## src/rtl/core/binary_search_table_defines.svh

```systemverilog
// Assertion macros shared by the table logic.
`ifndef BINARY_SEARCH_TABLE_DEFINES_SVH
`define BINARY_SEARCH_TABLE_DEFINES_SVH

// Same-cycle implication, sampled on clk, off while arst_n is low.
`define BST_ASSERT_IMPL(label, ante, cons, msg) \
	label: assert property (@(posedge clk) disable iff (!arst_n) (ante) |-> (cons)) \
		else $error(msg);

// Next-cycle implication.
`define BST_ASSERT_NEXT(label, ante, cons, msg) \
	label: assert property (@(posedge clk) disable iff (!arst_n) (ante) |=> (cons)) \
		else $error(msg);

`endif

```

## src/rtl/core/bst_pkg.sv

```systemverilog
package bst_pkg;

	localparam int OP_W  = 1;
	localparam int IDX_W = 10;
	localparam int VAL_W = 32;
	localparam int CNT_W = 11;

	localparam logic [OP_W-1:0] OP_WRITE  = 1'b0;
	localparam logic [OP_W-1:0] OP_SEARCH = 1'b1;

	typedef enum logic {
		ST_IDLE,
		ST_STEP
	} bst_state_t;

endpackage

```

## src/rtl/core/bst_ifs.sv

```systemverilog
interface bst_item_if;
	import bst_pkg::*;

	logic                    valid;
	logic                    ready;
	logic [OP_W-1:0]         operation;
	logic [IDX_W-1:0]        entry_index;
	logic signed [VAL_W-1:0] entry_value;
	logic signed [VAL_W-1:0] search_value;

	modport source (output valid, operation, entry_index, entry_value, search_value,
		input ready);
	modport sink (input valid, operation, entry_index, entry_value, search_value,
		output ready);
endinterface

interface bst_result_if;
	import bst_pkg::*;

	logic             valid;
	logic             ready;
	logic             found;
	logic [IDX_W-1:0] match_index;

	modport source (output valid, found, match_index, input ready);
	modport sink (input valid, found, match_index, output ready);
endinterface

```

## src/rtl/core/bst_engine.sv

```systemverilog
`include "binary_search_table_defines.svh"

module bst_engine #(
	parameter int TABLE_DEPTH = 1024,
	parameter int AW          = $clog2(TABLE_DEPTH),
	parameter int CW          = $clog2(TABLE_DEPTH + 1)
) (
	input  logic                      clk,
	input  logic                      arst_n,
	bst_item_if.sink                  item,
	bst_result_if.source              result,
	input  logic [CW-1:0]             count,
	output logic                      mem_we,
	output logic [AW-1:0]             mem_waddr,
	output logic [bst_pkg::VAL_W-1:0] mem_wdata,
	output logic                      mem_re,
	output logic [AW-1:0]             mem_raddr,
	input  logic [bst_pkg::VAL_W-1:0] mem_rdata
);
	import bst_pkg::*;

	bst_state_t state_q, state_d;

	logic signed [VAL_W-1:0] target_q;
	logic [CW-1:0]           low_q, hi_q;
	logic [AW-1:0]           mid_q;
	logic                    pend_q;
	logic                    out_valid_q;
	logic                    found_q;
	logic [IDX_W-1:0]        match_q;

	logic signed [VAL_W-1:0] probe;
	logic [CW-1:0]           nlow, nhi, mid_inc;
	logic [CW:0]             sum;
	logic [AW-1:0]           nmid;
	logic                    eq, empty;
	logic                    start, finish, out_free, load_res;

	assign probe   = $signed(mem_rdata);
	assign mid_inc = CW'(mid_q) + CW'(1);

	// narrowing of [low, hi) and the next midpoint
	always_comb begin
		eq   = 1'b0;
		nlow = low_q;
		nhi  = hi_q;
		if (state_q == ST_IDLE) begin
			nlow = '0;
			nhi  = count;
		end else if (pend_q) begin
			if (target_q == probe) begin
				eq = 1'b1;
			end else if (target_q > probe) begin
				nlow = mid_inc;
			end else begin
				nhi = CW'(mid_q);
			end
		end
		empty = (nlow >= nhi);
		sum   = {1'b0, nlow} + {1'b0, nhi} - (CW + 1)'(1);
		nmid  = sum[AW:1];
	end

	always_comb begin
		state_d = state_q;
		unique case (state_q)
			ST_IDLE: begin
				if (start) begin
					state_d = ST_STEP;
				end
			end
			ST_STEP: begin
				if (load_res) begin
					state_d = ST_IDLE;
				end
			end
			default: state_d = ST_IDLE;
		endcase
	end

	always_comb begin
		item.ready = (state_q == ST_IDLE);
		start      = item.valid && (state_q == ST_IDLE) && (item.operation == OP_SEARCH);
		finish     = (state_q == ST_STEP) && (eq || empty);
		out_free   = !out_valid_q || result.ready;
		load_res   = finish && out_free;
		mem_we     = item.valid && (state_q == ST_IDLE) && (item.operation == OP_WRITE)
			&& (int'(item.entry_index) < TABLE_DEPTH);
		mem_waddr  = AW'(item.entry_index);
		mem_wdata  = item.entry_value;
		mem_re     = (start && !empty) || ((state_q == ST_STEP) && !finish);
		mem_raddr  = nmid;
	end

	always_ff @(posedge clk or negedge arst_n) begin
		if (!arst_n) begin
			state_q     <= ST_IDLE;
			pend_q      <= 1'b0;
			out_valid_q <= 1'b0;
		end else begin
			state_q <= state_d;
			if (start) begin
				pend_q <= !empty;
			end else if (load_res) begin
				pend_q <= 1'b0;
			end
			if (load_res) begin
				out_valid_q <= 1'b1;
			end else if (result.ready) begin
				out_valid_q <= 1'b0;
			end
		end
	end

	always_ff @(posedge clk) begin
		if (start) begin
			target_q <= item.search_value;
		end
		if (start || ((state_q == ST_STEP) && !finish)) begin
			low_q <= nlow;
			hi_q  <= nhi;
			mid_q <= nmid;
		end
		if (load_res) begin
			found_q <= eq;
			match_q <= eq ? IDX_W'(mid_q) : '0;
		end
	end

	assign result.valid       = out_valid_q;
	assign result.found       = found_q;
	assign result.match_index = match_q;

	`BST_ASSERT_IMPL(a_no_rw_overlap, mem_we, !mem_re, "table read and write in one cycle")
	`BST_ASSERT_IMPL(a_pend_in_step, pend_q, state_q == ST_STEP, "probe pending outside search")
	`BST_ASSERT_IMPL(a_range_order, state_q == ST_STEP, low_q <= hi_q, "search range inverted")
	`BST_ASSERT_IMPL(a_mid_in_range, pend_q, (CW'(mid_q) >= low_q) && (CW'(mid_q) < hi_q),
		"probe outside search range")
	`BST_ASSERT_NEXT(a_result_loaded, load_res, out_valid_q, "finished search lost")

endmodule

```

## src/flat_wrapper.sv

```systemverilog
// flat-port wrapper written by rule: the top's interface ports become plain ports
module bst_engine_flat import bst_pkg::*;
#(
	parameter int TABLE_DEPTH = 1024,
	parameter int AW          = $clog2(TABLE_DEPTH),
	parameter int CW          = $clog2(TABLE_DEPTH + 1)
)
  (clk, arst_n, count, mem_we, mem_waddr, mem_wdata, mem_re, mem_raddr, mem_rdata, item_valid, item_operation, item_entry_index, item_entry_value, item_search_value, item_ready, result_valid, result_found, result_match_index, result_ready);
  bst_item_if item_i ();
  bst_result_if result_i ();
  input  logic clk;
  input  logic arst_n;
  input  logic [CW-1:0] count;
  output logic mem_we;
  output logic [AW-1:0] mem_waddr;
  output logic [bst_pkg::VAL_W-1:0] mem_wdata;
  output logic mem_re;
  output logic [AW-1:0] mem_raddr;
  input  logic [bst_pkg::VAL_W-1:0] mem_rdata;
  input wire logic [$bits(item_i.valid)-1:0] item_valid;
  input wire logic [$bits(item_i.operation)-1:0] item_operation;
  input wire logic [$bits(item_i.entry_index)-1:0] item_entry_index;
  input wire logic [$bits(item_i.entry_value)-1:0] item_entry_value;
  input wire logic [$bits(item_i.search_value)-1:0] item_search_value;
  output wire logic [$bits(item_i.ready)-1:0] item_ready;
  output wire logic [$bits(result_i.valid)-1:0] result_valid;
  output wire logic [$bits(result_i.found)-1:0] result_found;
  output wire logic [$bits(result_i.match_index)-1:0] result_match_index;
  input wire logic [$bits(result_i.ready)-1:0] result_ready;
  assign item_i.valid = item_valid;
  assign item_i.operation = item_operation;
  assign item_i.entry_index = item_entry_index;
  assign item_i.entry_value = item_entry_value;
  assign item_i.search_value = item_search_value;
  assign item_ready = item_i.ready;
  assign result_valid = result_i.valid;
  assign result_found = result_i.found;
  assign result_match_index = result_i.match_index;
  assign result_i.ready = result_ready;
  bst_engine #(.TABLE_DEPTH(TABLE_DEPTH), .AW(AW), .CW(CW)) u_core (.clk(clk), .arst_n(arst_n), .item(item_i), .result(result_i), .count(count), .mem_we(mem_we), .mem_waddr(mem_waddr), .mem_wdata(mem_wdata), .mem_re(mem_re), .mem_raddr(mem_raddr), .mem_rdata(mem_rdata));
endmodule
```

## config.mk

```make
export PLATFORM = sky130hd
export DESIGN_NAME = bst_engine_flat
export DESIGN_NICKNAME = d
export VERILOG_FILES = /design/src/rtl/core/bst_pkg.sv /design/src/rtl/core/bst_ifs.sv /design/src/rtl/core/bst_engine.sv /design/src/flat_wrapper.sv
export VERILOG_INCLUDE_DIRS = /design/src /design/src/rtl/core
export SDC_FILE = /design/constraint.sdc
export NUM_CORES = 1
export LEC_CHECK = 0
export BUFFER_PORTS_ARGS = -buffer_cell sky130_fd_sc_hd__buf_2
export CELL_PAD_IN_SITES_DETAIL_PLACEMENT = 2
export CELL_PAD_IN_SITES_GLOBAL_PLACEMENT = 2
export CORE_ASPECT_RATIO = 0.9
export CORE_MARGIN = 4
export CORE_UTILIZATION = 33
export DETAILED_ROUTE_END_ITERATION = 6
export HOLD_SLACK_MARGIN = 0.1
export PLACE_DENSITY_LB_ADDON = 0.1
export RECOVER_POWER = 100
export SYNTH_ARGS = -nofsm -noshare
export SYNTH_HDL_FRONTEND = slang
export SYNTH_SLANG_ARGS = --single-unit
```

## constraint.sdc

```tcl
create_clock -name clk -period 11.25 [get_ports clk]
set_input_delay 0 -clock clk [delete_from_list [all_inputs] [get_ports clk]]
set_output_delay 0 -clock clk [all_outputs]
set_load 0.1 [all_outputs]
```

* Word level (Yosys, flattened, before mapping)
Index checks and enable logic that the tools add are counted.
Storage, ports and cells: output and inout bits 67, word-level logic and storage cells 51, register bits 78, bits of input ports 122
Cells by class: magnitude comparators 2, bitwise gates (word level) 2, equal/unequal tests 1, add/sub/neg operators 3, multiplexer cells 18, reductions and logical operators 16
Operator list (number):
- 11-bit 2-to-1 mux | 8
- 32-bit == test | 1
- 32-bit > comparator | 1
- 10-bit by 1-bit adder with 11-bit output, second input constant | 1
- 11-bit adder | 1
- 11-bit greater-or-equal comparator | 1
- 11-bit by 1-bit subtractor with 11-bit output, second input constant | 1
- 1-bit 2-to-1 mux | 9
- 1-bit logical AND | 7
- 1-bit logical OR | 4
- 2-bit nonzero test | 2
- 1-bit logical NOT | 3
- 1-bit NOT | 2
- 1-bit case mux with 2 select lines | 1

* Logic depth before layout (Yosys ltp)
Gate-level depths: netlist (run 1).
depth after elaboration 11, gate-level depth with buffers 22, depth with buffers taken out 21

* Worst setup path after synthesis (run 1)
OpenSTA, ideal clock, no wires.
path kind reg2reg, start reg u_core.target_q[17], end reg u_core.mid_q[8] (data pin), stages on the path, launching flop included 22, library setup time 0.483 ns, data arrival time 5.239 ns, period minus slack after synthesis 5.723 ns, required time 10.767 ns, slack 5.527 ns, buffers on the path 1, cells stage by stage edfxtp_1 > ha_1 > a21o_1 > nand3_2 > a2111oi_2 > or4_4 > a31oi_2 > buf_6 > mux2i_1 > nand2b_1 > ha_1 > inv_1 > ha_1 > inv_1 > fa_1 > inv_1 > a21oi_1 > o21bai_1 > a21o_1 > a21oi_1 > o21ai_0 > xor2_1
Between the ends: word-level cells in the longest chain between the ends 7, elaborated cells on any way between the ends 12, classes of those cells add/sub (2); order compare (1); eq/ne (1); mux (8)
RTL lines:
- start, declared | RTL line bst_engine.sv:24 | logic signed [VAL_W-1:0] target_q;
- start signal, assigned | RTL line bst_engine.sv:117 | target_q <= item.search_value;
- 32-bit > comparator | RTL line bst_engine.sv:53 | end else if (target_q > probe) begin
- 11-bit 2-to-1 mux | RTL line bst_engine.sv:53
- 11-bit 2-to-1 mux | RTL line bst_engine.sv:51 | if (target_q == probe) begin
- 11-bit 2-to-1 mux | RTL line bst_engine.sv:50 | end else if (pend_q) begin
- 11-bit 2-to-1 mux | RTL line bst_engine.sv:47 | if (state_q == ST_IDLE) begin
- 11-bit adder (*) | RTL line bst_engine.sv:60 | sum = {1'b0, nlow} + {1'b0, nhi} - (CW + 1)'(1);
- 11-bit by 1-bit subtractor with 11-bit output (*) | RTL line bst_engine.sv:60
- net mem_raddr[8] | RTL line flat_wrapper.sv:18 | output logic [AW-1:0] mem_raddr;
- end signal, assigned | RTL line bst_engine.sv:122 | mid_q <= nmid;
- end, declared | RTL line bst_engine.sv:26 | logic [AW-1:0] mid_q;
Mark *: on every way through the listed nets, which the timed path passes. The rest lies on a longest branch. A chain may end at the register's enable or synchronous reset.

* Worst setup path after layout (run 1)
start reg u_core.target_q[31], end out mem_raddr[8]
Between the ends: word-level cells in the longest chain between the ends 7, elaborated cells on any way between the ends 12, classes of those cells add/sub (2); order compare (1); eq/ne (1); mux (8)
RTL lines (RTL line):
- 32-bit > comparator | bst_engine.sv:53
- 11-bit 2-to-1 mux | bst_engine.sv:53
- 11-bit 2-to-1 mux | bst_engine.sv:51
- 11-bit 2-to-1 mux | bst_engine.sv:50
- 11-bit 2-to-1 mux | bst_engine.sv:47
- 11-bit adder (*) | bst_engine.sv:60
- 11-bit by 1-bit subtractor with 11-bit output (*) | bst_engine.sv:60
- end, declared | flat_wrapper.sv:18
Every way passes the cells marked *; elsewhere a longest branch is shown, timed or not.

==> metrics.md, run 1 <==
| Metric | Value |
|---|---|
| Status | `finished with violations` |
| Failing checks | `max-capacitance violations, max-slew violations` |
| Final Skew | `0.008266 ns` |
| First-pass GRT wire length | `24.58 mm` |
| Die Ht | `126.7 um` |
| Drt pass-1 iters | `4` |
| Critical path class | `reg2out` |
| Clk buf depth | `2` |
| Reg2Reg Depth | `16` |
| Post-Synthesis Cells | `472` |
| Synth Cell Area | `5162 um2` |
| GR Util All Layers | `17.73%` |
| WP data arrival | `6.83 ns` |
| Post-synth EDFFs | `75` |
| Final Slew Violations | `71` |
| Detail Route Antenna Nets | `0` |
| TNS Setup | `0 ns` |
| Final setup violation count | `0` |
| MaxCap Viol Count | `3` |
| # clock sinks | `78` |
| Initial Utilization | `33.55%` |
| DRT iter0 DRCs | `126` |
| Clk root buf | `clkbuf_16` |
| H-tree depth | `3` |
| Ys flop type | `edfxtp_1` |
| Hold Crit Class | `in2reg` |
| Vias in the first global route | `4408` |
| Register area share after synthesis | `45.08%` |
| TritonCTS buffer count | `9` |
| Synth async-reset ratio | `3.846%` |
| Reg clk slew, reported paths | `0.07 ns` |
| Critical path startpoint category | `register` |
| Hold buffers post-CTS | `88` |
| # DRC | `0` |
| Number of synthesized register bits | `78` |
| Core area | `15390 um2` |
| I/O Pins | `189` |
| Largest net degree at the start of global routing | `58` |
| Crit share post-route | `60.75%` |
| Fin crit period | `6.835 ns` |
| Req. time, crit path | `11.25 ns` |
| Die Width | `139.8 um` |
| Synth unique cells | `51` |
| HPWL Detailed | `10.48 mm` |
| IO Port Bufs | `104` |
| Via density | `4.817` |
| FP Rows | `43` |
| Total routed wirelength | `15.51 mm` |
| Die area | `17710 um2` |
| Syn_nets | `658` |
| CTS tree | `done` |
| Setup bufs post-CTS | `0` |
| Final Hold Viols | `0` |
| Fin nets | `809` |
| Worst-margin pin slew | `2.007 ns` |
| Hold-critical path depth | `2` |
| Vias | `4003` |
| Synth warn | `0` |
| Post-cts resize count | `0` |
| Crit end category | `primary output` |
| Synth Area per Inst | `10.94 um2` |
| Initial antenna violation count | `1` |
| GP Congestion | `0.7251` |
| Crit-path max FO | `12` |
| Clk_lat worst skew | `0.35 ns` |
| Max-slew headroom | `-33.77%` |
| GRT overflow | `0` |
| Wire length per cell | `18.66 um` |
| Layout Area Growth over Synthesis | `29.42%` |
| Share of layout cells above drive strength 1 | `16.40%` |
| Fmax | `146.3 MHz` |
| RSZ-0062 raised after global routing | `no` |
==> cell usage after synthesis, types with 2 or more instances <==
library cell	n	share of area (%)
nand4_1	6	0.73
and2_1	20	2.4
ha_1	63	15
a31o_2	10	1.7
buf_4	42	6.1
a21o_1	6	0.87
a21oi_1	22	2.1
mux2i_1	3	0.58
o21a_1	2	0.29
nor4_1	4	0.48
xor2_1	9	1.5
a21boi_0	2	0.29
and3_1	4	0.48
o21ai_0	12	1.2
mux2_2	2	0.44
dfrtp_1	3	1.5
nand2_1	32	2.3
clkbuf_1	10	0.73
and4_1	2	0.34
o21bai_1	3	0.44
mux2_4	5	1.5
a22o_1	2	0.34
nor2_1	12	0.87
buf_2	2	0.19
xnor2_1	7	1.2
o2bb2ai_1	11	1.9
inv_1	59	4.3
nand3_1	9	0.87
a31oi_1	10	1.2
nand2b_1	3	0.36
edfxtp_1	75	44
==> layer usage <==
metal / wire length (um) / up-vias / GRT usage [%]
met5: 0 / - / 0
met1: 6684 / 1951 / 21.62
met4: 146 / 0 / 4.217
li1: - / 1941 / -
met3: 661 / 12 / 4.599
met2: 8017 / 99 / 31.46
==> cells by family after synthesis <==
group,synth area share [%]
buf+inv,11.61
fa+ha+maj,15.66
mux,2.472
flops,45.08
compound gates,11.97
xor+xnor,2.715
simple gates,10.49
==> cell type report <==
cell class                 count  area (um2)
clock inverter                 5       61.31
timing repair buffer         195        1378
inverter                      60       225.2
fill                        1629        8706
multi-input combinational    279        2202
clock buffer                  11       232.7
sequential                    78        2327
antenna                        1       2.502
tap                          202       252.7
==> cell usage in the layout, fill, tap and decap left out, types with 3 or more instances in the layout <==
| master | synthesis | final |
|---|---|---|
| mux2_1 | 0 | 6 |
| a21oi_1 | 22 | 22 |
| o21bai_1 | 3 | 3 |
| mux2i_1 | 3 | 3 |
| nand2b_1 | 3 | 3 |
| nand3_1 | 9 | 9 |
| nand4_1 | 6 | 7 |
| o2bb2ai_1 | 11 | 11 |
| nor4_1 | 4 | 4 |
| clkinvlp_4 | 0 | 3 |
| and2_0 | 0 | 11 |
| and2_1 | 20 | 9 |
| xnor2_1 | 7 | 7 |
| clkbuf_16 | 0 | 9 |
| dfrtp_1 | 3 | 3 |
| buf_2 | 2 | 71 |
| a21o_1 | 6 | 6 |
| and3_1 | 4 | 4 |
| a31oi_1 | 10 | 11 |
| ha_1 | 63 | 63 |
| o21ai_0 | 12 | 12 |
| xor2_1 | 9 | 9 |
| dlygate4sd3_1 | 0 | 88 |
| clkbuf_1 | 10 | 35 |
| inv_1 | 59 | 59 |
| nor2_1 | 12 | 12 |
| a31o_2 | 10 | 10 |
| edfxtp_1 | 75 | 75 |
| nand2_1 | 32 | 32 |
==> flip-flops by register name (all words and copies together), names as in the netlist <==
name / flops
u_core.result.match_index: 10
u_core.target_q: 32
u_core.hi_q: 11
u_core.state_q: 1
u_core.result.found: 1
u_core.mid_q: 10
u_core.result.valid: 1
u_core.low_q: 11
u_core.pend_q: 1
==> through the flow <==
step | hold WS (ns) | util (%) | setup slack (ns) | instance area (um2) | instances
after CTS | 0.3443 | 43.93 | 5.245 | 6760 | 830
after floorplan | -0.2956 | - | 5.527 | 5162 | 472
after global placement | -0.1926 | 36.30 | 5.800 | 5585 | 726
final | 0.3668 | 43.42 | 4.415 | 6681 | 831
after detailed placement | -0.1940 | 36.30 | 5.661 | 5585 | 726
after global routing | 0.3621 | 43.42 | 3.716 | 6681 | 831
==> worst paths after layout <==
check                                            from                   to  slack [ns]
worst max-delay path              u_core.target_q[31]         mem_raddr[8]        4.42
worst min-delay path            item_search_value[24]  u_core.target_q[24]        0.37
worst max register to register    u_core.target_q[31]      u_core.mid_q[2]        4.45
worst min register to register          u_core.pend_q        u_core.pend_q        0.55
max in group asynchronous                      arst_n       u_core.state_q       10.55
min in group asynchronous                      arst_n  u_core.result.valid        0.56
==> critical path, stage by stage, from the launching register on <==
cell and delay (ns):
edfxtp_1 0.37, ha_1 0.33, nand4_1 0.20, a2111oi_0 0.71, o41ai_1 0.19, a31oi_1 1.19, mux2i_1 0.25, nand2b_1 0.23
ha_1 0.32, inv_1 0.07, ha_1 0.18, inv_1 0.06, fa_1 0.40, inv_1 0.07, a21oi_1 0.07, o21bai_1 0.22
a21o_1 0.18, a21oi_1 0.10, o21ai_0 0.22, xor2_1 0.21, clkbuf_1 0.90
Power of run 1 is not shown: default switching activity piles up to over one toggle a cycle in this logic, so the estimate is an artifact.
==> inputs of run 2 (changes only) <==
CORE_UTILIZATION = 28   (was 33)
clock period = 5.85 ns   (was 11.25 ns; I/O delays follow)
==> metrics.md, run 2 (same netlist as run 1, synthesis figures left out) <==
| Metric | Value |
|---|---|
| Status | `finished with violations` |
| Failing checks | `max-capacitance violations, max-slew violations` |
| Layout Area Growth over Synthesis | `33.35%` |
| Die Width | `151.1 um` |
| Dpl cells | `767` |
| Critical path startpoint category | `register` |
| Reg clk slew, reported paths | `0.06 ns` |
| WP data arrival | `5.44 ns` |
| Via density | `4.658` |
| Cell Chain, Critical Path | `ha_1 > nand4_1 > nor4_4 > a21boi_1 > o41ai_2 > nand4b_1 > buf_6 > a31oi_1 > ha_1 > inv_1 > ha_1 > a21o_1 > a21oi_1 > o21bai_1 > a21oi_2 > o21ai_0 > and4_1 > or3_1 > buf_2` |
| Core area | `17840 um2` |
| Fillers | `1911` |
| Ant diodes | `0` |
| Largest regs | `u_core.target_q (32), u_core.hi_q (11), u_core.low_q (11)` |
| Die Ht | `136.8 um` |
| TritonCTS buffer count | `9` |
| # clock sinks | `78` |
| GP Congestion | `0.7676` |
| Hold wc startpoint | `count[8]` |
| Total routed wirelength | `15.93 mm` |
| Worst-margin pin slew | `1.747 ns` |
| Hold-critical path depth | `3` |
| GR Util All Layers | `15.50%` |
| Placed Area | `5700 um2` |
| Register bank with the most flops | `u_core.target_q` |
| R2R Path End | `u_core.mid_q[9]` |
| CP Buf/Inv Count | `3` |
| Final core utilization | `38.58%` |
| Final Hold Viols | `0` |
| Detail Route Antenna Nets | `0` |
| Reg2Reg Depth | `18` |
| CP max stage cell | `o41ai_2` |
| Final Slew Violations | `38` |
| Delay-heaviest family, CP | `compound AO/OA/AOI/OAI gates` |
| Commonest cells after routing, fill and taps aside | `86 x dlygate4sd3_1, 80 x buf_2, 75 x edfxtp_1` |
| Worst r2r src | `u_core.target_q[14]` |
| IO Port Bufs | `104` |
| Crit end category | `primary output` |
| Fmax | `183.7 MHz` |
| Fin crit period | `5.442 ns` |
| GRT overflow | `0` |
| Largest net degree at the start of global routing | `58` |
| Req. time, crit path | `5.85 ns` |
| DRT iter0 DRCs | `147` |
| First-pass GRT wire length | `24.35 mm` |
| Final Skew | `0.007747 ns` |
| Crit share post-route | `93.03%` |
| Initial antenna violation count | `0` |
| HPWL Detailed | `11.02 mm` |
| Drt pass-1 iters | `4` |
| # DRC | `0` |
| Final setup violation count | `0` |
| Clk root buf | `clkbuf_16` |
| Clk buf depth | `2` |
| Clk_lat worst skew | `0.34 ns` |
| Final non-filler cell total | `869` |
| I/O Pins | `189` |
| Crit-path max FO | `21` |
| Post-route cell area | `6884 um2` |
| Wire length per cell | `18.34 um` |
| H-tree depth | `3` |
| Vias | `4048` |
| FP Rows | `46` |
| Fin nets | `810` |
| Max-slew headroom | `-16.49%` |
| Die area | `20680 um2` |
| Largest register FFs | `32` |
| CTS tree | `done` |
| Vias in the first global route | `4513` |
| Worst Hold Path EP | `u_core.hi_q[8]` |
| Hold Crit Class | `in2reg` |
| CP most frequent cell | `ha_1` |
| Initial Utilization | `28.93%` |
| Critical path class | `reg2out` |
| Setup bufs post-CTS | `0` |
| Share of layout cells above drive strength 1 | `20.67%` |
| Commonest non-fill, non-tap cell in the layout | `dlygate4sd3_1` |
| Slowest cell delay on critical path | `0.52 ns` |
| Worst reg2reg setup slack | `0.80 ns` |
| MaxCap Viol Count | `1` |
run 2: cell count changes in the layout (fill, tap and decap cells not counted), sizes merged:
cell         before  now
bufinv            1    2
buf              72   89
dlygate4sd3      88   86
diode             1    0
clkinvlp          3    2
clkbuf           46   32
run 2: timing repair:
action,in CTS,in global routing
endpoints found under the setup margin,0,1
endpoints found under the hold margin,87,0
resized for setup,0,5
hold buffers,86,0
run 2: stage by stage:
step | setup TNS [ns] | hold WS [ns] | setup slack [ns]
2_1_floorplan | 0 | -0.2956 | 0.1271
3_3_place_gp | 0 | -0.1907 | 0.8157
3_5_place_dp | 0 | -0.1902 | 0.6078
4_1_cts | 0 | 0.1016 | 0.2122
5_1_grt | -0.03562 | 0.1216 | -0.03562
6_report | 0 | 0.1110 | 0.4077
run 2: final cells by class:
cell class	count	area, um2	area share, %
Tap cell	240	300.3	4.362
Inverter	60	225.2	3.272
Clock buffer	11	232.7	3.381
Timing Repair Buffer	196	1450	21.07
Clock inverter	5	83.83	1.218
Sequential cell	78	2327	33.81
Multi-Input combinational cell	279	2265	32.90
run 2: worst max path at each step:
stage / startpoint / end / slack [ns] / cells past startpoint
global route: u_core.target_q[14] / mem_raddr[9] / -0.04 / 20
CTS: u_core.target_q[14] / mem_raddr[9] / 0.21 / 20
global placement: u_core.target_q[14] / u_core.mid_q[5] / 0.82 / 17
floorplan: u_core.target_q[17] / u_core.mid_q[8] / 0.13 / 21
finish: u_core.target_q[14] / mem_raddr[9] / 0.41 / 19
detailed placement: u_core.target_q[14] / mem_raddr[9] / 0.61 / 20
run 2: per-layer routing:
layer | part of all wire, % | routed length, um | up-vias | GRT usage [%]
met4 | 1.2 | 196 | 0 | 4.381
met2 | 50 | 7988 | 113 | 27.42
met1 | 44 | 6959 | 1984 | 18.91
li1 | - | - | 1936 | -
met3 | 5.0 | 790 | 15 | 3.477
met5 | 0 | 0 | - | 0
run 2: tightest hold or removal path: stages:
cell and delay (ns):
buf_2 0.11, o2bb2ai_1 0.14, a31o_2 0.10
Power of run 2 is left out for the same reason.
